$ cat src/rtl/csvft_pkg.sv
// Shared types, codes and constants of the CSV field tokenizer.
`timescale 1ns / 1ps

package csvft_pkg;

    // Highest field index the counter can reach; the count stops there.
    localparam int MAX_FIELD_INDEX = 255;
    localparam logic [7:0] FIELD_LIMIT =
        (MAX_FIELD_INDEX > 255) ? 8'd255 : 8'(MAX_FIELD_INDEX);

    // Input op codes
    localparam logic OP_BYTE = 1'b0;
    localparam logic OP_EOL  = 1'b1;

    // Result kinds
    localparam logic KIND_CHAR = 1'b0;
    localparam logic KIND_END  = 1'b1;

    // Register indexes (byte address = 4 * index)
    localparam logic REG_SEPARATOR = 1'b0;
    localparam logic REG_QUOTE     = 1'b1;

    localparam logic [7:0] SEPARATOR_RESET = 8'd44;
    localparam logic [7:0] QUOTE_RESET     = 8'd34;
    localparam logic [7:0] CHAR_CR         = 8'd13;
    localparam logic [7:0] CHAR_LF         = 8'd10;

    typedef struct packed {
        logic       inside_quotes;
        logic       quote_pending;
        logic [7:0] field_counter;
    } tok_state_t;

    typedef struct packed {
        logic       valid;
        logic       kind;
        logic [7:0] out_byte;
        logic [7:0] field_index;
        logic       line_last;
    } tok_result_t;

endpackage

$ cat src/rtl/csvft_step.sv
// Next-state and result logic for one tokenizer input item.
`timescale 1ns / 1ps

module csvft_step (
    input  logic                 op,
    input  logic [7:0]           data_byte,
    input  logic [7:0]           separator_char,
    input  logic [7:0]           quote_char,
    input  csvft_pkg::tok_state_t  state_cur,
    output csvft_pkg::tok_state_t  state_nxt,
    output csvft_pkg::tok_result_t result
);
    import csvft_pkg::*;

    logic is_quote;
    logic is_sep;
    logic is_break;
    logic inq_eff;

    assign is_quote = (data_byte == quote_char);
    assign is_sep   = (data_byte == separator_char);
    assign is_break = (data_byte == CHAR_CR) || (data_byte == CHAR_LF);
    // a pending quote not followed by another quote closes the section
    assign inq_eff  = state_cur.inside_quotes && !state_cur.quote_pending;

    always_comb begin
        state_nxt          = state_cur;
        result.valid       = 1'b0;
        result.kind        = KIND_CHAR;
        result.out_byte    = data_byte;
        result.field_index = state_cur.field_counter;
        result.line_last   = 1'b0;

        if (op == OP_EOL) begin
            result.valid  = 1'b1;
            result.kind   = KIND_END;
            result.out_byte = 8'd0;
            result.line_last = 1'b1;
            state_nxt.inside_quotes = 1'b0;
            state_nxt.quote_pending = 1'b0;
            state_nxt.field_counter = 8'd0;
        end else if (state_cur.quote_pending && is_quote) begin
            // doubled quote: one literal quote, stay inside
            state_nxt.quote_pending = 1'b0;
            result.valid = 1'b1;
        end else begin
            state_nxt.quote_pending = 1'b0;
            state_nxt.inside_quotes = inq_eff;
            if (is_quote) begin
                if (inq_eff) begin
                    state_nxt.quote_pending = 1'b1;
                end else begin
                    state_nxt.inside_quotes = 1'b1;
                end
            end else if (!inq_eff && is_sep) begin
                result.valid    = 1'b1;
                result.kind     = KIND_END;
                result.out_byte = 8'd0;
                if (state_cur.field_counter < FIELD_LIMIT) begin
                    state_nxt.field_counter = state_cur.field_counter + 8'd1;
                end
            end else if (!inq_eff && is_break) begin
                result.valid = 1'b0;
            end else begin
                result.valid = 1'b1;
            end
        end
    end

endmodule

$ cat src/rtl/csv_field_tokenizer.sv
// Top level of the streaming CSV field tokenizer with APB register port.
`timescale 1ns / 1ps

// Streaming CSV tokenizer. Each input transfer carries one line byte
// (s_tuser = 0) or an end-of-line mark (s_tuser = 1). Every transfer is
// handled in one step: the quote/pending flags and the field counter sit in
// one register, the decision logic in front of it is a few byte compares,
// and the result lands in an output register. Throughput is one transfer per
// cycle unless the output stalls; results show in the next cycle. The input
// stays ready while the output register is empty or being drained, so a
// stall on m_tready stops the input only in the same cycle. A transfer may
// produce no result (quotes, CR/LF outside quotes). Results: m_tuser = 0 is
// a field character in m_tdata[7:0], m_tuser = 1 is a field end; m_tlast
// marks the field end that closes the line. m_tdata[15:8] is the field index
// within the line, saturating at 255. Registers: separator at 0x0 (reset
// comma), quote at 0x4 (reset double quote); write them only while idle.

module csv_field_tokenizer (
    input  logic        aclk,
    input  logic        aresetn,
    // input stream
    input  logic        s_tvalid,
    output logic        s_tready,
    input  logic [7:0]  s_tdata,   // [7:0] data_byte
    input  logic        s_tuser,   // [0] op (0 byte, 1 end of line)
    // result stream
    output logic        m_tvalid,
    input  logic        m_tready,
    output logic [15:0] m_tdata,   // [7:0] out_byte, [15:8] field_index
    output logic        m_tuser,   // [0] kind (0 char, 1 field end)
    output logic        m_tlast,   // line_last
    // config port
    input  logic        psel,
    input  logic        penable,
    input  logic        pwrite,
    input  logic [2:0]  paddr,
    input  logic [31:0] pwdata,
    output logic [31:0] prdata,
    output logic        pready
);
    import csvft_pkg::*;

    logic [7:0]  separator_reg;
    logic [7:0]  quote_reg;
    tok_state_t  state_reg;
    tok_state_t  state_next;
    tok_result_t step_res;
    tok_result_t out_reg;
    logic        in_xfer;
    logic        cfg_wr;

    assign pready = 1'b1;
    assign cfg_wr = psel && penable && pwrite;

    // register index is paddr[2]; low address bits are ignored
    always_ff @(posedge aclk) begin
        if (!aresetn) begin
            separator_reg <= SEPARATOR_RESET;
            quote_reg     <= QUOTE_RESET;
        end else if (cfg_wr) begin
            if (paddr[2] == REG_SEPARATOR) begin
                separator_reg <= pwdata[7:0];
            end else begin
                quote_reg <= pwdata[7:0];
            end
        end
    end

    assign prdata = (paddr[2] == REG_QUOTE) ? {24'd0, quote_reg} : {24'd0, separator_reg};

    csvft_step u_step (
        .op             (s_tuser),
        .data_byte      (s_tdata),
        .separator_char (separator_reg),
        .quote_char     (quote_reg),
        .state_cur      (state_reg),
        .state_nxt      (state_next),
        .result         (step_res)
    );

    // output register frees up in the same cycle it is drained
    assign s_tready = !out_reg.valid || m_tready;
    assign in_xfer  = s_tvalid && s_tready;

    always_ff @(posedge aclk) begin
        if (!aresetn) begin
            state_reg     <= '0;
            out_reg.valid <= 1'b0;
        end else begin
            if (in_xfer) begin
                state_reg <= state_next;
                // payload needs no reset
                out_reg.kind        <= step_res.kind;
                out_reg.out_byte    <= step_res.out_byte;
                out_reg.field_index <= step_res.field_index;
                out_reg.line_last   <= step_res.line_last;
            end
            if (s_tready) begin
                out_reg.valid <= in_xfer && step_res.valid;
            end
        end
    end

    assign m_tvalid = out_reg.valid;
    assign m_tdata  = {out_reg.field_index, out_reg.out_byte};
    assign m_tuser  = out_reg.kind;
    assign m_tlast  = out_reg.line_last;

    // a pending quote only exists inside a quoted section
    a_pending_inside: assert property (@(posedge aclk) disable iff (!aresetn)
        state_reg.quote_pending |-> state_reg.inside_quotes)
        else $error("quote pending outside quotes");

    // end of line restarts the line outside quotes at field zero
    a_eol_clears: assert property (@(posedge aclk) disable iff (!aresetn)
        (in_xfer && s_tuser == OP_EOL) |=>
            (state_reg.field_counter == 8'd0 && !state_reg.inside_quotes))
        else $error("end of line did not clear state");

    // end of line always yields a line-closing field end
    a_eol_result: assert property (@(posedge aclk) disable iff (!aresetn)
        (in_xfer && s_tuser == OP_EOL) |=>
            (m_tvalid && m_tlast && m_tuser == KIND_END))
        else $error("end of line gave no closing field end");

    // a line close is a field end with zero byte
    a_last_is_end: assert property (@(posedge aclk) disable iff (!aresetn)
        (m_tvalid && m_tlast) |-> (m_tuser == KIND_END && m_tdata[7:0] == 8'd0))
        else $error("line close not a clean field end");

endmodule

$ cat config.mk
export PLATFORM = sky130hd
export DESIGN_NAME = csv_field_tokenizer
export DESIGN_NICKNAME = d
export VERILOG_FILES = /design/src/rtl/csvft_pkg.sv /design/src/rtl/csvft_step.sv /design/src/rtl/csv_field_tokenizer.sv
export SDC_FILE = /design/constraint.sdc
export NUM_CORES = 1
export LEC_CHECK = 0
export BUFFER_PORTS_ARGS = -buffer_cell sky130_fd_sc_hd__buf_2
export CORE_UTILIZATION = 30
export DETAILED_ROUTE_END_ITERATION = 10
export GPL_TIMING_DRIVEN = 0
export PLACE_DENSITY = 0.56
export RECOVER_POWER = 25
export SLEW_MARGIN = 10
export SYNTH_ARGS = -nofsm -noshare
export SYNTH_HDL_FRONTEND = slang
export SYNTH_HIERARCHICAL = 1
export SYNTH_SLANG_ARGS = --single-unit
$ cat constraint.sdc
create_clock -name aclk -period 3.25 [get_ports aclk]
set_input_delay 0.65 -clock aclk [delete_from_list [all_inputs] [get_ports aclk]]
set_output_delay 0.65 -clock aclk [all_outputs]
set_load 0.03 [all_outputs]
Word level (Yosys, flattened, before mapping)

Cells that the tools add are included.

Register bits after elaboration: 45
Logic and storage cells: 57
Input port bits: 51

$lt $le $gt $ge: 1
Add/sub/neg operators: 1
Reduce and logical (&&, ||, !) cells: 20
Multiplexer cells: 18
Bitwise gates (word level): 1
Equality and inequality tests: 6

Operators with widths:

| operator                                                         | number |
|---|---|
| 8-bit two-way mux                                                | 5 |
| 10-bit two-way mux                                               | 3 |
| 9-bit two-way mux                                                | 2 |
| 8-bit by 4-bit == test with 1-bit output (second input constant) | 2 |
| 8-bit == test                                                    | 2 |
| 8-bit by 1-bit adder with 8-bit output (second input constant)   | 1 |
| 1-bit logical AND                                                | 8 |
| 8-bit < comparator (second input constant)                       | 1 |
| 2-bit AND reduction                                              | 4 |
| 1-bit two-way mux                                                | 7 |
| 5-bit AND reduction                                              | 1 |
| 2-bit != test (second input constant)                            | 2 |
| 2-bit nonzero test                                               | 2 |
| 1-bit zero test                                                  | 3 |
| 1-bit logical OR                                                 | 2 |
| 2-bit two-way mux                                                | 1 |
| 1-bit inverter                                                   | 1 |

Logic depth before layout (Yosys ltp)

Gate-level depths: netlist (run 1).

Word-level depth: 10
Depth in mapped cells: 8
Depth with buffers taken out: 7

By module

Netlist (run 1), hierarchy kept.

By module, submodules not included:

| module              | cells an instance | area an instance (um^2) | times used |
|---|---|---|---|
| csv_field_tokenizer | 165               | 1936.9                  | 1 |
| csvft_step          | 102               | 694.4                   | 1 |

Worst setup path before layout (run 1)

OpenSTA, ideal clock, no wires.

Path kind: input port to flip-flop
Start: input s_tdata[7]
End: register state_reg[5] (netlist name)
Path buffers: 1
Arrival time: 2.128 ns
Setup slack: 1.002 ns
Required time: 3.130 ns
Setup time: 0.120 ns
Stages: 8
Cells stage by stage: xnor2_1 > nand3_1 > or3_1 > buf_6 > nor4b_1 > mux2_2 > nand2_1 > mux2i_1

Cells in the longest elaborated chain, start to end: 4
Elaborated cells on any way between the ends: 8
Those cells by class: eq/ne: 4; reduce/logical: 4

RTL lines:

| what                                                          | line                               | source |
|---|---|---|
| start, declared                                               | csv_field_tokenizer.sv:24          | `input logic [7:0] s_tdata,` |
| 8-bit == test (on tied branches)                              | csvft_step.sv:20, csvft_step.sv:21 |  |
| 1-bit logical AND (on tied branches)                          | csvft_step.sv:42, csvft_step.sv:55 |  |
| 2-bit != test (no line) or 2-bit nonzero test (tied branches) | n/a                                |  |
| 5-bit AND reduction (no line) (*)                             | n/a                                |  |
| end signal, assigned                                          | csv_field_tokenizer.sv:91          | `state_reg <= state_next;` |
| end, declared                                                 | csv_field_tokenizer.sv:45          | `tok_state_t state_reg;` |

Every way passes the cells marked *; elsewhere a longest branch is shown, timed or not.
A chain may end at the register's enable or synchronous reset.

Final worst setup path (run 1)

Start: input s_tdata[5]
End: register state_reg[5] (netlist name)

The elaborated chain is that of the path after synthesis.

==> results of run 1 <==
[worst min-delay path by stage]
stage                              start                   endpoint  cells after the start
4_1_cts        state_reg[9]$_SDFFE_PN0P_  state_reg[9]$_SDFFE_PN0P_                      2
6_report       state_reg[9]$_SDFFE_PN0P_  state_reg[9]$_SDFFE_PN0P_                      2
3_3_place_gp   state_reg[8]$_SDFFE_PN0P_  state_reg[8]$_SDFFE_PN0P_                      2
5_1_grt        state_reg[9]$_SDFFE_PN0P_  state_reg[9]$_SDFFE_PN0P_                      2
2_1_floorplan  state_reg[9]$_SDFFE_PN0P_  state_reg[9]$_SDFFE_PN0P_                      2
3_5_place_dp   state_reg[9]$_SDFFE_PN0P_  state_reg[9]$_SDFFE_PN0P_                      2
[area by class of cell]
class / count / area [um^2] / share of cell area [%]
Clock buffer: 5 / 68.8 / 2.16
Inverter: 4 / 15.0 / 0.472
Timing Repair Buffer: 50 / 249 / 7.82
Buffer: 47 / 338 / 10.6
Tap cell: 105 / 131 / 4.13
Clock inverter: 3 / 28.8 / 0.904
Multi-Input combinational cell: 194 / 1270 / 40.0
Sequential cell: 45 / 1080 / 33.9
[per-layer routing]
layer	share of wire, %	track usage (%)	vias up
li1	-	-	1032
met1	50	16.9	891
met2	44	19.9	57
met3	4.5	2.31	5
met4	1.2	4.48	0
met5	0	0	-
[logic make-up (layout without fill, tap and decap cells)]
| family | Yosys count | count (layout) | synth area share (%) |
|---|---|---|---|
| fa+ha+maj | 1 | 1 | 0.475 |
| flops | 45 | 45 | 41.1 |
| simple gates | 98 | 98 | 21.3 |
| xor+xnor | 16 | 16 | 5.61 |
| other cells | 2 | 25 | 0.285 |
| mux | 25 | 25 | 9.99 |
| compound gates | 29 | 29 | 7.75 |
| buf+inv | 51 | 109 | 13.6 |
[worst min-delay path, cell delays in order (launching register included)]
cell and delay, ns:
dfxtp_1 0.33, nand2_1 0.06, mux2i_1 0.06
[power by group]
part | switching [mW] | internal (mW) | total, mW
Clock | 0.219 | 0.163 | 0.381
Sequential | 0.00739 | 0.602 | 0.609
Combinational | 0.135 | 0.0763 | 0.212
Total | 0.362 | 0.840 | 1.20
[cells in the final DEF, fill, tap and decap left out, drive strengths merged, types with 2 or more instances in the layout]
cell type  count
o21ai         12
inv            7
nor2b          2
clkbuf        20
nand3         16
and2          10
a311oi         2
mux2          10
buf           82
a31o           2
and3           3
or4            3
nand2         37
nor2           6
conb          25
nand4          7
mux2i         15
a21boi         2
nand2b         2
nor3           4
a21oi          5
edfxtp        18
o31ai          2
xnor2         16
dfxtp         27
[metrics by stage]
| stage | cell area [um^2] | setup WS, ns | cells |
|---|---|---|---|
| final | 3180 | 1.03 | 453 |
| after global routing | 3180 | 0.947 | 453 |
| after CTS | 3200 | 1.05 | 453 |
| after detailed placement | 3100 | 0.714 | 445 |
| after global placement | 3100 | 0.738 | 445 |
| after floorplan | 2720 | 1.00 | 290 |
==> flow_summary_export.csv, run 1 <==
group,metric,value,unit
run_status,status,"completed",
worst_hold_path,hold_path_class,"reg -> reg",
place,io_buffers,50,
logic_synthesis,synthFlopType,"dfxtp_1",
timing,rsz0062_at_grt,"false",
clock_tree,cts_root_buf,"clkbuf_8",
floorplanning,rows,33,
global_route,grt_max_degree,19,
worst_setup_path,crit_path_end_kind,"flop",
layout,fill_cells,895,
logic_synthesis,syn_area,2630,um^2
power,p_total,1.20,mW
layout,drive_above_1_share,35.9,%
drt,viasPerCell,4.38,
drt,ant_nets,0,
place,gp_congestion,0.811,
worst_setup_path,required,3.45,ns
clock_tree,postCtsHoldBufs,0,
power,cellPowerDensity,377,nW/um^2
drt,drt_pass1_iterations,4,
timing,post-route-min-period,2.22,ns
layout,utilization,38.2,%
drt,wl,5480,um
logic_synthesis,synth_common_cells,"nand2_1 (37), buf_4 (34), dfxtp_1 (27)",
timing,worstMarginPinSlew,0.810,ns
logic_synthesis,synth_edf_count,18,
global_route,overflow,0,
worst_setup_path,critPathArrivalTime,2.42,ns
global_route,grt_usage,12.5,%
worst_setup_path,critPathSlowestCell,"mux2_2",
layout,largest_reg_flops,16,
floorplanning,dieArea,9150,um^2
worst_setup_path,cp-start-kind,"input pin",
layout,area_delta_synth_final,21.0,%
timing,setup-tns-final,0,ns
floorplanning,core,8340,um^2
clock_tree,clk_latency,0.31,ns
worst_setup_path,reg2reg_depth,8,
timing,hold_violations,0,
logic_synthesis,netlist_top_cells_area,"dfxtp_1 (21%), edfxtp_1 (21%), buf_4 (9.7%)",
logic_synthesis,synth_top_area_share,20.5,%
drt,drc,0,
clock_tree,htreeDepth,2,
logic_synthesis,yosysMostFrequentCell,"nand2_1",
logic_synthesis,ys_async_sr_fraction,0,%
logic_synthesis,synthCells,267,
timing,drv_slew,0,
global_route,grt_pass1_vias,1811,
layout,nNetsFinal,399,
timing,clock.fmax,0.451,GHz
floorplanning,ioPinCount,104,
clock_tree,cts_tree,"yes",
worst_setup_path,r2r_slack,1.10,ns
floorplanning,die_w,95.7,um
worst_setup_path,reg2reg_from,"separator_reg[4]$_SDFFE_PN0P_",
power,vdd_drop_max,0.158,mV
worst_setup_path,crit_family,"simple AND/OR/NAND/NOR gates",
worst_setup_path,path_class,"in -> reg",
logic_synthesis,yosysWarnings,6,
drt,dr_total_vias,1985,
floorplanning,start_util,31.5,%
floorplanning,die_y,95.7,um
worst_setup_path,critPathCapture,"state_reg[5]$_SDFFE_PN0P_",
drt,drt-initial-drc-count,55,
worst_setup_path,crit_chain,"buf_2, xnor2_1, nand4_1, or3_1, buf_6, nor4b_1, mux2_2, nand2_1, mux2i_1",
clock_tree,cts_max_path_buffers,2,
timing,relSlewSlack,46.0,%
logic_synthesis,yosysSeqAreaShare,41.1,%
logic_synthesis,yosys_register_bits,45,
clock_tree,cts_setup_buffers,0,
worst_setup_path,crit_path_start,"s_tdata[5]",
timing,fin_crit_sh,68.3,%
run,maxCapViolCount,0,
layout,antenna_cells,0,
clock_tree,clk_pin_slew,0.09,ns
timing,setup-violations-final,0,
worst_setup_path,cpPeakStageDelay,0.37,ns
worst_setup_path,crit_path_max_fanout,10,
logic_synthesis,postSynthAreaPerCell,9.85,um^2
worst_setup_path,crit_cells,9,
global_route,antenna_found_initial,0,
drt,wl_per_cell,12.1,um
power,p_leak,1.35,nW
place,hpwl,4170,um
logic_synthesis,ys_types,48,
timing,skew,0.0131,ns
worst_setup_path,crit_buf_inv,2,
worst_setup_path,rr_endpoint,"state_reg[5]$_SDFFE_PN0P_",
clock_tree,cts_made_buffers,5,
global_route,grt_pass1_wl,8820,um
clock_tree,ctsResizeCount,0,
timing,hold_ws,0.480,ns
clock_tree,cts.sinks,45,
logic_synthesis,yosysTopAreaCell,"dfxtp_1",
(Power assumes the default switching activity.)
==> run 2: changes to the inputs <==
--- a/config.mk
+++ b/config.mk
@@ -9,7 +9,7 @@
 export CORE_UTILIZATION = 30
 export DETAILED_ROUTE_END_ITERATION = 10
 export GPL_TIMING_DRIVEN = 0
-export PLACE_DENSITY = 0.56
+export PLACE_DENSITY = 0.58
 export RECOVER_POWER = 25
 export SLEW_MARGIN = 10
 export SYNTH_ARGS = -nofsm -noshare
==> constraint.sdc (replaced) <==
create_clock -name aclk -period 1.9 [get_ports aclk]
set_input_delay 0.38 -clock aclk [delete_from_list [all_inputs] [get_ports aclk]]
set_output_delay 0.38 -clock aclk [all_outputs]
set_load 0.03 [all_outputs]
==> run 2 against run 1 <==
  * The flow now finishes with violations (setup timing)
  * Non-clock buffer count rose by 7
  * Core utilization is 2.6 points higher
  * Sequential power grew 71%
  * Global-route usage grew 0.66 points
  * Design area is 6.8% higher
  * Critical path depth fell by 1
  * Die area unchanged
  * Clock-buffer cell count increased by 1
  * Critical path type is now reg -> reg
  * Largest cell class unchanged
  * Highest routed layer unchanged
==> flow_summary_export.csv, run 2 (synthesized netlist as in run 1, its figures left out) <==
group,metric,value,unit
global_route,grt_pass1_vias,1907,
worst_setup_path,path_class,"reg -> reg",
run_status,violations,"setup timing",
worst_setup_path,required,2.10,ns
power,vdd_drop_max,0.375,mV
worst_setup_path,crit_chain,"xnor2_1, nand4_1, or3_4, buf_6, or4_1, o211a_1, nand2_1, mux2i_1",
floorplanning,ioPinCount,104,
layout,utilization,40.8,%
place,hpwl,4250,um
timing,hold_violations,0,
place,gp_congestion,0.829,
floorplanning,die_y,95.7,um
layout,stdcell_count,460,
timing,rsz0062_at_grt,"true",
clock_tree,cts_made_buffers,5,
power,p_total,2.16,mW
clock_tree,htreeDepth,2,
clock_tree,cts_max_path_buffers,2,
timing,post-route-min-period,1.96,ns
global_route,overflow,0,
floorplanning,dieArea,9150,um^2
layout,final_cell_mix,"buf_2 (55), buf_4 (42), nand2_1 (36)",
global_route,grt_usage,13.2,%
layout,fill_cells,865,
worst_setup_path,critPathArrivalTime,2.17,ns
drt,wl,5770,um
layout,antenna_cells,0,
worst_setup_path,crit_path_end_kind,"flop",
clock_tree,clk_pin_slew,0.10,ns
floorplanning,core,8340,um^2
clock_tree,cts_root_buf,"clkbuf_8",
layout,nNetsFinal,406,
drt,drt_pass1_iterations,4,
layout,largest_reg_flops,16,
timing,fin_crit_sh,103,%
drt,dr_total_vias,2073,
worst_hold_path,hold_path_class,"in -> reg",
layout,regArea,1110,um^2
drt,viasPerCell,4.51,
layout,area_delta_synth_final,29.3,%
clock_tree,clk_latency,0.31,ns
global_route,grt_max_degree,19,
drt,ant_nets,0,
drt,drt-initial-drc-count,55,
timing,clock.fmax,0.509,GHz
timing,relSlewSlack,46.4,%
clock_tree,cts.sinks,45,
timing,setup-violations-final,5,
run,maxCapViolCount,0,
drt,drc,0,
timing,setup-tns-final,-0.187,ns
place,io_buffers,50,
worst_setup_path,cp-start-kind,"flop",
worst_setup_path,cpPeakStageDelay,0.46,ns
clock_tree,postCtsHoldBufs,0,
layout,multi_input_area,1390,um^2
drt,wl_per_cell,12.6,um
worst_setup_path,critPathSlowestCell,"or3_4",
place,dp_cells,445,
worst_setup_path,crit_path_max_fanout,6,
timing,worst_slack,-0.0642,ns
floorplanning,rows,33,
layout,drive_above_1_share,46.2,%
floorplanning,die_w,95.7,um
global_route,grt_pass1_wl,9180,um
timing,skew,0.0171,ns
power,p_leak,1.47,nW
global_route,antenna_found_initial,0,
place,place_ws,-0.300,ns
layout,final_common_cell,"buf_2",
power,cellPowerDensity,633,nW/um^2
timing,worstMarginPinSlew,0.805,ns
run_status,status,"complete, but fails checks",
floorplanning,start_util,31.5,%
timing,drv_slew,0,
clock_tree,cts_tree,"yes",
## run 2: changes by cell type in the layout (fill, tap and decap cells not counted), moves of 7 or more
| cell | previous run | this run |
|---|---|---|
| dfxtp_1 | 27 | 15 |
| clkbuf_4 | 8 | 0 |
| o21ai_0 | 8 | 1 |
| buf_4 | 26 | 42 |
| dfxtp_2 | 0 | 8 |
## run 2: path summary, 6_finish.rpt
path	startpoint	to	slack, ns	cells after the start
worst max-delay path	separator_reg[0]$_SDFFE_PN0P_	state_reg[6]$_SDFFE_PN0P_	-0.06	8
worst min-delay path	s_tvalid	m_tvalid$_SDFFE_PN0P_	0.32	3
worst max register to register	separator_reg[0]$_SDFFE_PN0P_	state_reg[6]$_SDFFE_PN0P_	-0.06	8
worst min register to register	state_reg[8]$_SDFFE_PN0P_	state_reg[8]$_SDFFE_PN0P_	0.48	2
## run 2: where the power goes
group	leakage, nW	switching [mW]	total [mW]	internal, mW
Sequential	0.390	0.0133	1.04	1.03
Clock	0.0554	0.338	0.734	0.395
Combinational	1.02	0.241	0.383	0.142
## run 2: per-stage QoR
stage / area (um^2) / hold slack (ns)
floorplan: 2770 / 0.440
global placement: 3150 / 0.452
detailed placement: 3150 / 0.475
CTS: 3350 / 0.313
global route: 3400 / 0.313
finish: 3400 / 0.317
## run 2: timing repair
item                                   4_1_cts  5_1_grt
buffers inserted                             7        2
pin swaps                                    6       10
resized for setup                           14       14
endpoints found under the hold margin        0        0
setup endpoints to repair                   15       10
## run 2: layout make-up
class | instances | area share (%)
plain buffers | 45 | 9.64
clock buffers | 6 | 2.13
clock inverters | 2 | 1.14
inverters | 4 | 0.441
multi-input cells | 194 | 40.9
flip-flops and latches | 45 | 32.5
well taps | 105 | 3.86
repair buffers | 59 | 9.42
## run 2: routing by layer
metal,vias up,global-route usage [%],wire length [um]
li1,1039,-,-
met1,949,16.8,2570
met2,78,21.5,2800
met3,7,2.71,309
met4,0,5.72,99
met5,-,0,0
## run 2: worst max-delay path: cells and delay by family, from the launching register on
| kind | cells | cell delay (ns) |
|---|---|---|
| simple gates | 4 | 1.04 |
| flops | 1 | 0.38 |
| buf+inv | 1 | 0.14 |
| compound gates | 1 | 0.14 |
| xor+xnor | 1 | 0.12 |
| mux | 1 | 0.06 |
